**src/hdl/tile_grid_box_collision_assert.svh**
```systemverilog
// Assertion macros for the tile grid box collision block.
`ifndef TILE_GRID_BOX_COLLISION_ASSERT_SVH
`define TILE_GRID_BOX_COLLISION_ASSERT_SVH

// The consequent must hold in the same cycle as the antecedent.
`define TGBC_CHECK_NOW(lbl, ante, cons) \
  lbl: assert property (@(posedge clk) disable iff (rst) (ante) |-> (cons)) \
    else $error("tile grid box collision check failed");

// The consequent must hold in the cycle after the antecedent.
`define TGBC_CHECK_NEXT(lbl, ante, cons) \
  lbl: assert property (@(posedge clk) disable iff (rst) (ante) |=> (cons)) \
    else $error("tile grid box collision check failed");

`endif

```
**src/hdl/tgbc_pkg.sv**
```systemverilog
package tgbc_pkg;

  localparam int MAP_CELLS = 4096;
  localparam int CELL_AW   = $clog2(MAP_CELLS);
  localparam int CRD_W     = 16;
  localparam int MAG_W     = 15;
  localparam int DIV_W     = 7;
  localparam int MOV_W     = 9;
  localparam int PROD_W    = 26;
  localparam int IDX_W     = 27;
  localparam int CNT_W     = $clog2(MAG_W + 1);

  typedef enum logic [1:0] {
    CFG_TILE_WIDTH  = 2'd0,
    CFG_TILE_HEIGHT = 2'd1,
    CFG_MAP_WIDTH   = 2'd2
  } cfg_idx_t;

  typedef enum logic [3:0] {
    ST_CLEAR,
    ST_IDLE,
    ST_PASS,
    ST_DIV_GO,
    ST_DIV_WAIT,
    ST_MUL,
    ST_IDX,
    ST_RD,
    ST_EVAL,
    ST_DONE
  } state_t;

  typedef enum logic [1:0] {
    SLOT_MOVE,
    SLOT_FIX_A,
    SLOT_FIX_B
  } slot_t;

  typedef struct packed {
    logic  clear_wr;
    logic  load_wr;
    logic  capture;
    logic  horiz;
    logic  pass_start;
    slot_t slot;
    logic  div_start;
    logic  div_store;
    logic  mul;
    logic  idx;
    logic  step;
    logic  fin_hit;
    logic  fin_want;
    logic  out_load;
  } cmd_t;

  typedef struct packed {
    logic clear_last;
    logic want_zero;
    logic div_done;
    logic hit;
    logic last_step;
  } stat_t;

endpackage

```
**src/hdl/tgbc_ctrl.sv**
```systemverilog
module tgbc_ctrl (
  input  logic            clk,
  input  logic            rst,
  input  logic            item_valid,
  input  logic            mode,
  output logic            item_stall,
  output logic            res_valid,
  input  logic            res_stall,
  input  tgbc_pkg::stat_t stat,
  output tgbc_pkg::cmd_t  cmd
);

  tgbc_pkg::state_t state, state_next;
  tgbc_pkg::slot_t  slot, slot_next;
  logic             horiz, horiz_next;
  logic             res_valid_next;
  logic             end_pass;

  always_ff @(posedge clk) begin
    if (rst) begin
      state     <= tgbc_pkg::ST_CLEAR;
      slot      <= tgbc_pkg::SLOT_MOVE;
      horiz     <= 1'b0;
      res_valid <= 1'b0;
    end else begin
      state     <= state_next;
      slot      <= slot_next;
      horiz     <= horiz_next;
      res_valid <= res_valid_next;
    end
  end

  always_comb begin
    state_next     = state;
    slot_next      = slot;
    horiz_next     = horiz;
    res_valid_next = res_valid && res_stall;
    end_pass       = 1'b0;
    cmd            = '0;
    cmd.horiz      = horiz;
    cmd.slot       = slot;
    case (state)
      tgbc_pkg::ST_CLEAR: begin
        cmd.clear_wr = 1'b1;
        if (stat.clear_last) begin
          state_next = tgbc_pkg::ST_IDLE;
        end
      end
      tgbc_pkg::ST_IDLE: begin
        cmd.load_wr = item_valid && !mode;
        cmd.capture = item_valid && mode;
        if (item_valid && mode) begin
          horiz_next = 1'b0;
          state_next = tgbc_pkg::ST_PASS;
        end
      end
      tgbc_pkg::ST_PASS: begin
        cmd.pass_start = 1'b1;
        if (stat.want_zero) begin
          cmd.fin_want = 1'b1;
          end_pass     = 1'b1;
        end else begin
          slot_next  = tgbc_pkg::SLOT_MOVE;
          state_next = tgbc_pkg::ST_DIV_GO;
        end
      end
      tgbc_pkg::ST_DIV_GO: begin
        cmd.div_start = 1'b1;
        state_next    = tgbc_pkg::ST_DIV_WAIT;
      end
      tgbc_pkg::ST_DIV_WAIT: begin
        if (stat.div_done) begin
          cmd.div_store = 1'b1;
          if (slot == tgbc_pkg::SLOT_FIX_B) begin
            state_next = tgbc_pkg::ST_MUL;
          end else begin
            slot_next  = (slot == tgbc_pkg::SLOT_MOVE) ? tgbc_pkg::SLOT_FIX_A
                                                       : tgbc_pkg::SLOT_FIX_B;
            state_next = tgbc_pkg::ST_DIV_GO;
          end
        end
      end
      tgbc_pkg::ST_MUL: begin
        cmd.mul    = 1'b1;
        state_next = tgbc_pkg::ST_IDX;
      end
      tgbc_pkg::ST_IDX: begin
        cmd.idx    = 1'b1;
        state_next = tgbc_pkg::ST_RD;
      end
      tgbc_pkg::ST_RD: begin
        state_next = tgbc_pkg::ST_EVAL;
      end
      tgbc_pkg::ST_EVAL: begin
        if (stat.hit) begin
          cmd.fin_hit = 1'b1;
          end_pass    = 1'b1;
        end else if (stat.last_step) begin
          cmd.fin_want = 1'b1;
          end_pass     = 1'b1;
        end else begin
          cmd.step   = 1'b1;
          state_next = tgbc_pkg::ST_MUL;
        end
      end
      tgbc_pkg::ST_DONE: begin
        if (!res_valid || !res_stall) begin
          cmd.out_load   = 1'b1;
          res_valid_next = 1'b1;
          state_next     = tgbc_pkg::ST_IDLE;
        end
      end
      default: begin
        state_next = tgbc_pkg::ST_IDLE;
      end
    endcase
    if (end_pass) begin
      if (!horiz) begin
        horiz_next = 1'b1;
        state_next = tgbc_pkg::ST_PASS;
      end else begin
        state_next = tgbc_pkg::ST_DONE;
      end
    end
  end

  assign item_stall = state != tgbc_pkg::ST_IDLE;

endmodule

```
**config.mk**
```make
export PLATFORM = sky130hd
export DESIGN_NAME = tgbc_ctrl
export DESIGN_NICKNAME = d
export VERILOG_FILES = /design/src/hdl/tile_grid_box_collision_assert.svh /design/src/hdl/tgbc_pkg.sv /design/src/hdl/tgbc_ctrl.sv
export SDC_FILE = /design/constraint.sdc
export NUM_CORES = 1
export LEC_CHECK = 0
export ABC_CLOCK_PERIOD_IN_PS = 2100
export BUFFER_PORTS_ARGS = -buffer_cell sky130_fd_sc_hd__buf_2
export CAP_MARGIN = 20
export CORE_MARGIN = 2
export CORE_UTILIZATION = 47
export DETAILED_ROUTE_END_ITERATION = 10
export PLACE_DENSITY = 0.88
export SLEW_MARGIN = 20
export SYNTH_ARGS = -nofsm -noshare
export SYNTH_HDL_FRONTEND = slang
export SYNTH_SLANG_ARGS = --single-unit
export TNS_END_PERCENT = 10
```
**constraint.sdc**
```tcl
create_clock -name clk -period 2.1 [get_ports clk]
set_input_delay 0.105 -clock clk [delete_from_list [all_inputs] [get_ports clk]]
set_output_delay 0.105 -clock clk [all_outputs]
set_load 0.01 [all_outputs]
```
==> Implementation_results.wiki, run 1 <==
{| class="wikitable"
! Metric !! Value
|-
| Internal power || 0.581 mW
|-
| Number of endpoints failing setup at the final stage || 0
|-
| Count of vias placed by the detailed router || 720
|-
| DIE HEIGHT || 42.7 um
|-
| Total half-perimeter wirelength after legalization and detailed placement || 1.32 mm
|-
| Maximum clock path buffer count || 2
|-
| Filler cell count in the final layout || 113
|-
| Routability congestion estimate from global placement || ~0.85
|-
| Period Utilization, post-route || 86.9%
|-
| Combinational power share || 62.1%
|-
| TritonCTS clock tree || built
|-
| Library cell used as clock root buffer || sky130_fd_sc_hd__clkbuf_4
|-
| Total area of multi-input combinational cells || roughly 460 um2
|-
| YS warnings || 0
|-
| Area Growth Syn to Fin || 20.5%
|-
| Worst hold-check path type || in2reg
|-
| Shortest clock period the worst path allows after layout || 1.83 ns
|-
| Core ar. || 1350 um2
|-
| Max Cap Viol || 0
|-
| Layout net count || 124
|-
| Maximum fanout along the worst path || 14
|-
| Synth Area in Compound Gates || 27.0%
|-
| Initial core utilization || 52.1%
|-
| Worst reg2reg path startpoint || state[2]
|-
| Largest net degree at the start of global routing || 15
|-
| FFs w/ async S/R, synth || 0%
|-
| Global-route wire length before repair || ~2.8 mm
|-
| Clk pwr share || 10.6%
|-
| Pins Over Slew Limit || 0
|-
| Sequential cell fraction of total power || a little over a quarter
|-
| Rows || 13
|-
| # Post-CTS Setup Buffers || 0
|-
| Dominant combinational cell family by area after synthesis || simple AND/OR/NAND/NOR gates
|-
| Overall Global Routing Usage || 20.2%
|-
| Req. time, crit path || approximately 2.3 ns
|-
| Combined flip-flop and latch cell area || 160 um2
|-
| Unrepaired setup endpoints after global routing || false
|-
| Start point of the critical path || state[2]
|-
| Num ports || 27
|-
| Outcome || complete, no violations
|-
| Mapped Avg Cell Area || slightly above 8 um2
|-
| Data arrival at the endpoint of the critical path || approximately 2.0 ns
|-
| Part of the Yosys area used for sequential elements || 22.8%
|-
| Timing-limited maximum frequency || 0.548 GHz
|-
| Via-to-Cell Ratio || around 5.7
|-
| Chip width || approximately 43 um
|-
| Vias in the first global route || 678
|-
| Post-synth cell types || 44
|-
| Total wirelength of the detailed-routed design || approximately 1.6 mm
|-
| Net count after synthesis || 96
|-
| Total Die Area || 1820 um2
|-
| Post-detailed-route count of antenna-violating nets || 0
|-
| Number of antenna violations at the first check in global routing || 0
|-
| Leading cell types by total area after synthesis || sky130_fd_sc_hd__dfxtp_1, sky130_fd_sc_hd__a21oi_1, sky130_fd_sc_hd__nand2_1
|-
| Synth Instances || 86
|-
| Power after layout || 1.06 mW
|-
| H-tree depth reported by CTS || 1
|-
| Antenna diodes || 0
|-
| Fraction of the mapped netlist area in adder cells || 0%
|-
| Library cell occupying the most area in the post-synthesis netlist || sky130_fd_sc_hd__dfxtp_1
|-
| Type of origin of the critical path || flip-flop
|-
| R2R setup slack || 0.27 ns
|-
| Ratio of total power to cell area || 1260 nW/um2
|-
| Layout cells sized above 1 || 42.9%
|-
| Resized cells post-CTS || 0
|-
| Fraction of the mapped netlist area in simple logic gates || 37.4%
|-
| Final routed wire length divided by cell count || approximately 13 um
|-
| Hold Violations, Final || 0
|-
| Critical path start-end classification || reg2reg
|-
| Hold_sp || rst
|-
| Total negative setup slack || 0 ns
|-
| CTS hold repair buffers || 0
|-
| XOR/XNOR Fraction of Synth Area || 0%
|-
| Starting DRT DRC Count || 16
|-
| Worst vdd ir || around 0.75 mV
|-
| Area share of the largest cell type after synthesis || between 20% and 30%
|-
| Fin Clk Skew || 0.00452 ns
|-
| Port bufs || 26
|-
| Worst slew margin || approximately 70%
|-
| Insertion delay to the later sink of the worst-skew pair || between 0.2 and 0.3 ns
|-
| Capturing element type of the critical path || flip-flop
|-
| Switching power share of the total || 45.4%
|-
| Static leakage power || about 0.38 nW
|-
| Clk slew on worst S/H paths || 0.05 ns
|-
| Length of the first detailed-routing pass in iterations || 4
|-
| Overflow left after global routing || 0
|-
| Total number of clock tree sinks || 8
|-
| Post-synth design cell area || ~700 um2
|-
| Number of synthesized flops with an enable pin || 0
|-
| Multiplexer share of the synthesized area || 1.42%
|-
| Main flop type after synthesis || sky130_fd_sc_hd__dfxtp_1
|-
| Synth cell count leaders || sky130_fd_sc_hd__nand2_1, sky130_fd_sc_hd__dfxtp_1, sky130_fd_sc_hd__a21oi_1, sky130_fd_sc_hd__inv_1, sky130_fd_sc_hd__nor2_1
|-
| Net Sw Power || 0.483 mW
|-
| Count of state elements after synthesis || 8
|-
| Detailed-route DRC error count || 0
|-
| Most frequent cell after synthesis || sky130_fd_sc_hd__nand2_1
|-
| Number of buffers created by CTS || 3
|-
| Actual slew at the worst max-slew pin || 0.437 ns
|}
final timing paths:
check / end / cells past startpoint
min reg2reg: slot[1] / 2
max: state[0] / 4
max reg2reg: state[0] / 4
min: state[1] / 2
kinds of logic after synthesis:
logic type / Yosys count
DFF: 8
buffers and inverters: 14
and+or+nand+nor: 40
muxes: 1
AOI/OAI and AO/OA: 23
power groups by stage:
| stage | Sequential (mW) | Clock [mW] | Combinational, mW |
|---|---|---|---|
| 2_1_floorplan | 0.238 | 0 | 0.550 |
| 3_3_place_gp | 0.289 | 0 | 0.641 |
| 3_5_place_dp | 0.291 | 0 | 0.656 |
| 4_1_cts | 0.288 | 0.117 | 0.659 |
| 5_1_grt | 0.304 | 0.131 | 0.726 |
| 6_report | 0.291 | 0.113 | 0.661 |
registers in the layout, summed over array words and instances (netlist names):
signal	flops
state	4
slot	2
horiz	1
res_valid	1
worst max-delay path, stage by stage (launching register included):
cell and delay (ns):
sky130_fd_sc_hd__dfxtp_1 0.59, sky130_fd_sc_hd__or4b_4 0.56, sky130_fd_sc_hd__o2bb2ai_2 0.18, sky130_fd_sc_hd__nor4_1 0.08, sky130_fd_sc_hd__a2111oi_2 0.32
per-layer routing:
metal  global-route usage, %  routed length [um]  up-vias  part of all wire (%)
li1                        -                   -      370                     -
met1                    25.3                 736      319                    45
met2                    32.7                 798       29                    49
met3                    3.83                  87        2                   5.3
met4                    10.0                  18        0                   1.1
met5                       0                   0        -                     0
per-stage QoR:
step           setup WS [ns]  std cells  util [%]  hold WS [ns]  area, um2
2_1_floorplan          0.494         86         -         0.258        703
3_3_place_gp           0.341        124      61.1         0.393        825
3_5_place_dp           0.295        124      61.1         0.402        825
4_1_cts                0.286        127      62.7         0.141        847
5_1_grt                0.153        127      62.7         0.143        847
6_report               0.274        127      62.7         0.147        847
cells in the final DEF, fill, tap and decap left out, types with 2 or more instances in the layout:
cell                        instances
sky130_fd_sc_hd__clkbuf_4           3
sky130_fd_sc_hd__nand2_1            9
sky130_fd_sc_hd__o21ai_1            2
sky130_fd_sc_hd__inv_1              7
sky130_fd_sc_hd__nor3_1             5
sky130_fd_sc_hd__nand2b_1           2
sky130_fd_sc_hd__buf_2             26
sky130_fd_sc_hd__a2bb2oi_1          2
sky130_fd_sc_hd__dfxtp_1            8
sky130_fd_sc_hd__or4b_4             2
sky130_fd_sc_hd__nor2_1             6
sky130_fd_sc_hd__buf_4              3
sky130_fd_sc_hd__a21oi_1            7
sky130_fd_sc_hd__nor4b_2            2
final cells by class:
type | instances | area share [%]
inverters | 8 | 3.55
clock buffers | 3 | 2.66
well taps | 15 | 2.22
multi-input cells | 64 | 54.7
flip-flops and latches | 8 | 18.9
repair buffers | 29 | 18.0
Power figures use the tool's default switching activity.
==> run 2: changes to the inputs <==
PLACE_DENSITY = not set   (was 0.88)
PLACE_DENSITY_LB_ADDON = 0.12   (was not set)
==> run 2 against run 1 <==
Against the previous run:
- design area is 0.89% lower
- flip-flop and latch count stayed put
- via count is 5.8% higher
- critical endpoint is now state[1]
- largest power group unchanged
==> Implementation_results.wiki, run 2 (synthesis results as in run 1) <==
{| class="wikitable"
! Metric !! Value
|-
| Number of flip-flops in the largest register || 4 (unchanged)
|-
| Core ar. || 1350 um2 (unchanged)
|-
| Number of instances in the placed design || 123 (-0.81%)
|-
| Layout net count || 123 (-0.81%)
|-
| Req. time, crit path || 2.28 ns (+0.03 ns)
|-
| Capturing element type of the critical path || flip-flop
|-
| Pre-CTS setup slack || 0.226 ns (-0.0693 ns)
|-
| Cell type group with the largest total delay on the critical path || simple AND/OR/NAND/NOR gates
|-
| Biggest cell delay along the critical path || 0.63 ns (+0.04 ns)
|-
| Unrepaired setup endpoints after global routing || false
|-
| Overall Global Routing Usage || 19.0% (-1.2 points)
|-
| Pins Over Slew Limit || 0 (unchanged)
|-
| Area Growth Syn to Fin || 19.4%
|-
| Filler cell count in the final layout || 131 (+16%)
|-
| Maximum fanout along the worst path || 15 (+1)
|-
| Period Utilization, post-route || 91.9% (+5.0 points)
|-
| Static leakage power || 0.372 nW (-1.3%)
|-
| Insertion delay to the later sink of the worst-skew pair || 0.26 ns (about the same)
|-
| Most common cell after layout, fill and taps aside || sky130_fd_sc_hd__buf_2
|-
| Total wirelength of the detailed-routed design || 1.71 mm (+4.1%)
|-
| TritonCTS clock tree || built
|-
| Worst slew margin || 64.5% (-6.4 points)
|-
| # Post-CTS Setup Buffers || 0 (unchanged)
|-
| Number of endpoints failing setup at the final stage || 0 (unchanged)
|-
| Layout cells sized above 1 || 42.3% (-0.51 points)
|-
| Count of placed standard cells in the final layout, fillers left out || 126 (-0.79%)
|-
| Logic depth of the worst register-to-register path || 4 (unchanged)
|-
| Global-route wire length before repair || 2.64 mm (-7.0%)
|-
| Shortest clock period the worst path allows after layout || 1.93 ns (+0.104 ns)
|-
| Power after layout || 1.04 mW (-1.9%)
|-
| Port bufs || 26 (unchanged)
|-
| Ratio of total power to cell area || 1240 nW/um2 (-1.0%)
|-
| Worst Setup Slack, final || 0.170 ns (-0.104 ns)
|-
| Actual slew at the worst max-slew pin || 0.531 ns (+0.0948 ns)
|-
| Total number of clock tree sinks || 8 (unchanged)
|-
| Cell type of the slowest stage on the worst timing path || sky130_fd_sc_hd__dfxtp_1
|-
| Vias in the first global route || 617 (-9.0%)
|-
| Total negative setup slack || 0 ns (unchanged)
|-
| Chip width || 42.7 um (unchanged)
|-
| H-tree depth reported by CTS || 1 (unchanged)
|-
| Reg with most FFs || state
|-
| Hold Violations, Final || 0 (unchanged)
|-
| CTS hold repair buffers || 0 (unchanged)
|-
| Initial core utilization || 52.1% (unchanged)
|-
| Largest regs || state x4, slot x2
|-
| Number of antenna violations at the first check in global routing || 0 (unchanged)
|-
| Final routed wire length divided by cell count || 13.6 um (+4.9%)
|-
| Maximum clock path buffer count || 2 (unchanged)
|-
| Total half-perimeter wirelength after legalization and detailed placement || 1.29 mm (-2.3%)
|-
| Type of origin of the critical path || flip-flop
|-
| Library cell used as clock root buffer || sky130_fd_sc_hd__clkbuf_4
|-
| Count of vias placed by the detailed router || 762 (+5.8%)
|-
| Rows || 13 (unchanged)
|-
| Length of the first detailed-routing pass in iterations || 5 (+1)
|-
| Detailed-route DRC error count || 0 (unchanged)
|-
| Fin Clk Skew || 0.00700 ns (+0.00248 ns)
|-
| Overflow left after global routing || 0 (unchanged)
|-
| Starting DRT DRC Count || 13 (-3)
|-
| Outcome || complete, no violations
|-
| Worst hold-check path type || in2reg
|-
| Chain of cells forming the critical path || or4b_4, a2bb2oi_1, or2_1, a211oi_2
|-
| Post-detailed-route count of antenna-violating nets || 0 (unchanged)
|-
| Critical path buffer and inverter count || 0 (unchanged)
|-
| Max Cap Viol || 0 (unchanged)
|-
| Num ports || 27 (unchanged)
|-
| Worst vdd ir || 0.590 mV (-22%)
|-
| Timing-limited maximum frequency || 0.518 GHz (-5.4%)
|-
| Data arrival at the endpoint of the critical path || 2.11 ns (+0.14 ns)
|-
| Resized cells post-CTS || 0 (unchanged)
|-
| Via-to-Cell Ratio || 6.05 (+6.7%)
|-
| Number of buffers created by CTS || 3 (unchanged)
|-
| Critical path start-end classification || reg2reg
|-
| WP depth || 4 (unchanged)
|-
| Largest net degree at the start of global routing || 16 (+1)
|-
| Total Die Area || 1820 um2 (unchanged)
|-
| Hold-critical path depth || 2 (unchanged)
|-
| Routability congestion estimate from global placement || 0.849 (-0.64%)
|-
| DIE HEIGHT || 42.7 um (unchanged)
|-
| Clk slew on worst S/H paths || 0.06 ns (about the same)
|-
| Antenna diodes || 0 (unchanged)
|-
| Most frequent cells in the layout || sky130_fd_sc_hd__buf_2, sky130_fd_sc_hd__nand2_1, sky130_fd_sc_hd__dfxtp_1
|}
run 2: worst paths after layout:
path	from	to	slack [ns]
max	state[3]	state[1]	0.17
min	rst	slot[1]	0.13
min reg2reg	slot[0]	slot[1]	0.49
max reg2reg	state[3]	state[1]	0.17
run 2: metal layers:
| layer | vias to the layer above | GRT usage [%] | wire (um) |
|---|---|---|---|
| li1 | 371 | - | - |
| met1 | 359 | 25.2 | 795 |
| met2 | 27 | 29.7 | 764 |
| met3 | 5 | 4.26 | 119 |
| met4 | 0 | 7.50 | 29 |
| met5 | - | 0 | 0 |
run 2: per-stage QoR:
stage / hold WS [ns] / util, % / area (um2)
5_1_grt: 0.149 / 62.2 / 840
4_1_cts: 0.142 / 62.2 / 840
3_3_place_gp: 0.399 / 60.5 / 817
2_1_floorplan: 0.258 / - / 703
6_report: 0.128 / 62.2 / 840
3_5_place_dp: 0.407 / 60.5 / 817
run 2: report_power, final:
part / internal (mW) / switching, mW / total, mW
clock: 0.0659 / 0.0598 / 0.126
combinational: 0.301 / 0.303 / 0.604
sequential: 0.193 / 0.121 / 0.314
total: 0.560 / 0.484 / 1.04
run 2: final cells by class:
class	instances	area (um2)	share of cell area, %
sequential	8	160	19.1
clock buffer	3	22.5	2.68
timing repair buffer	28	145	17.3
tap	15	18.8	2.24
inverter	8	30.0	3.58
multi-input combinational	64	463	55.1
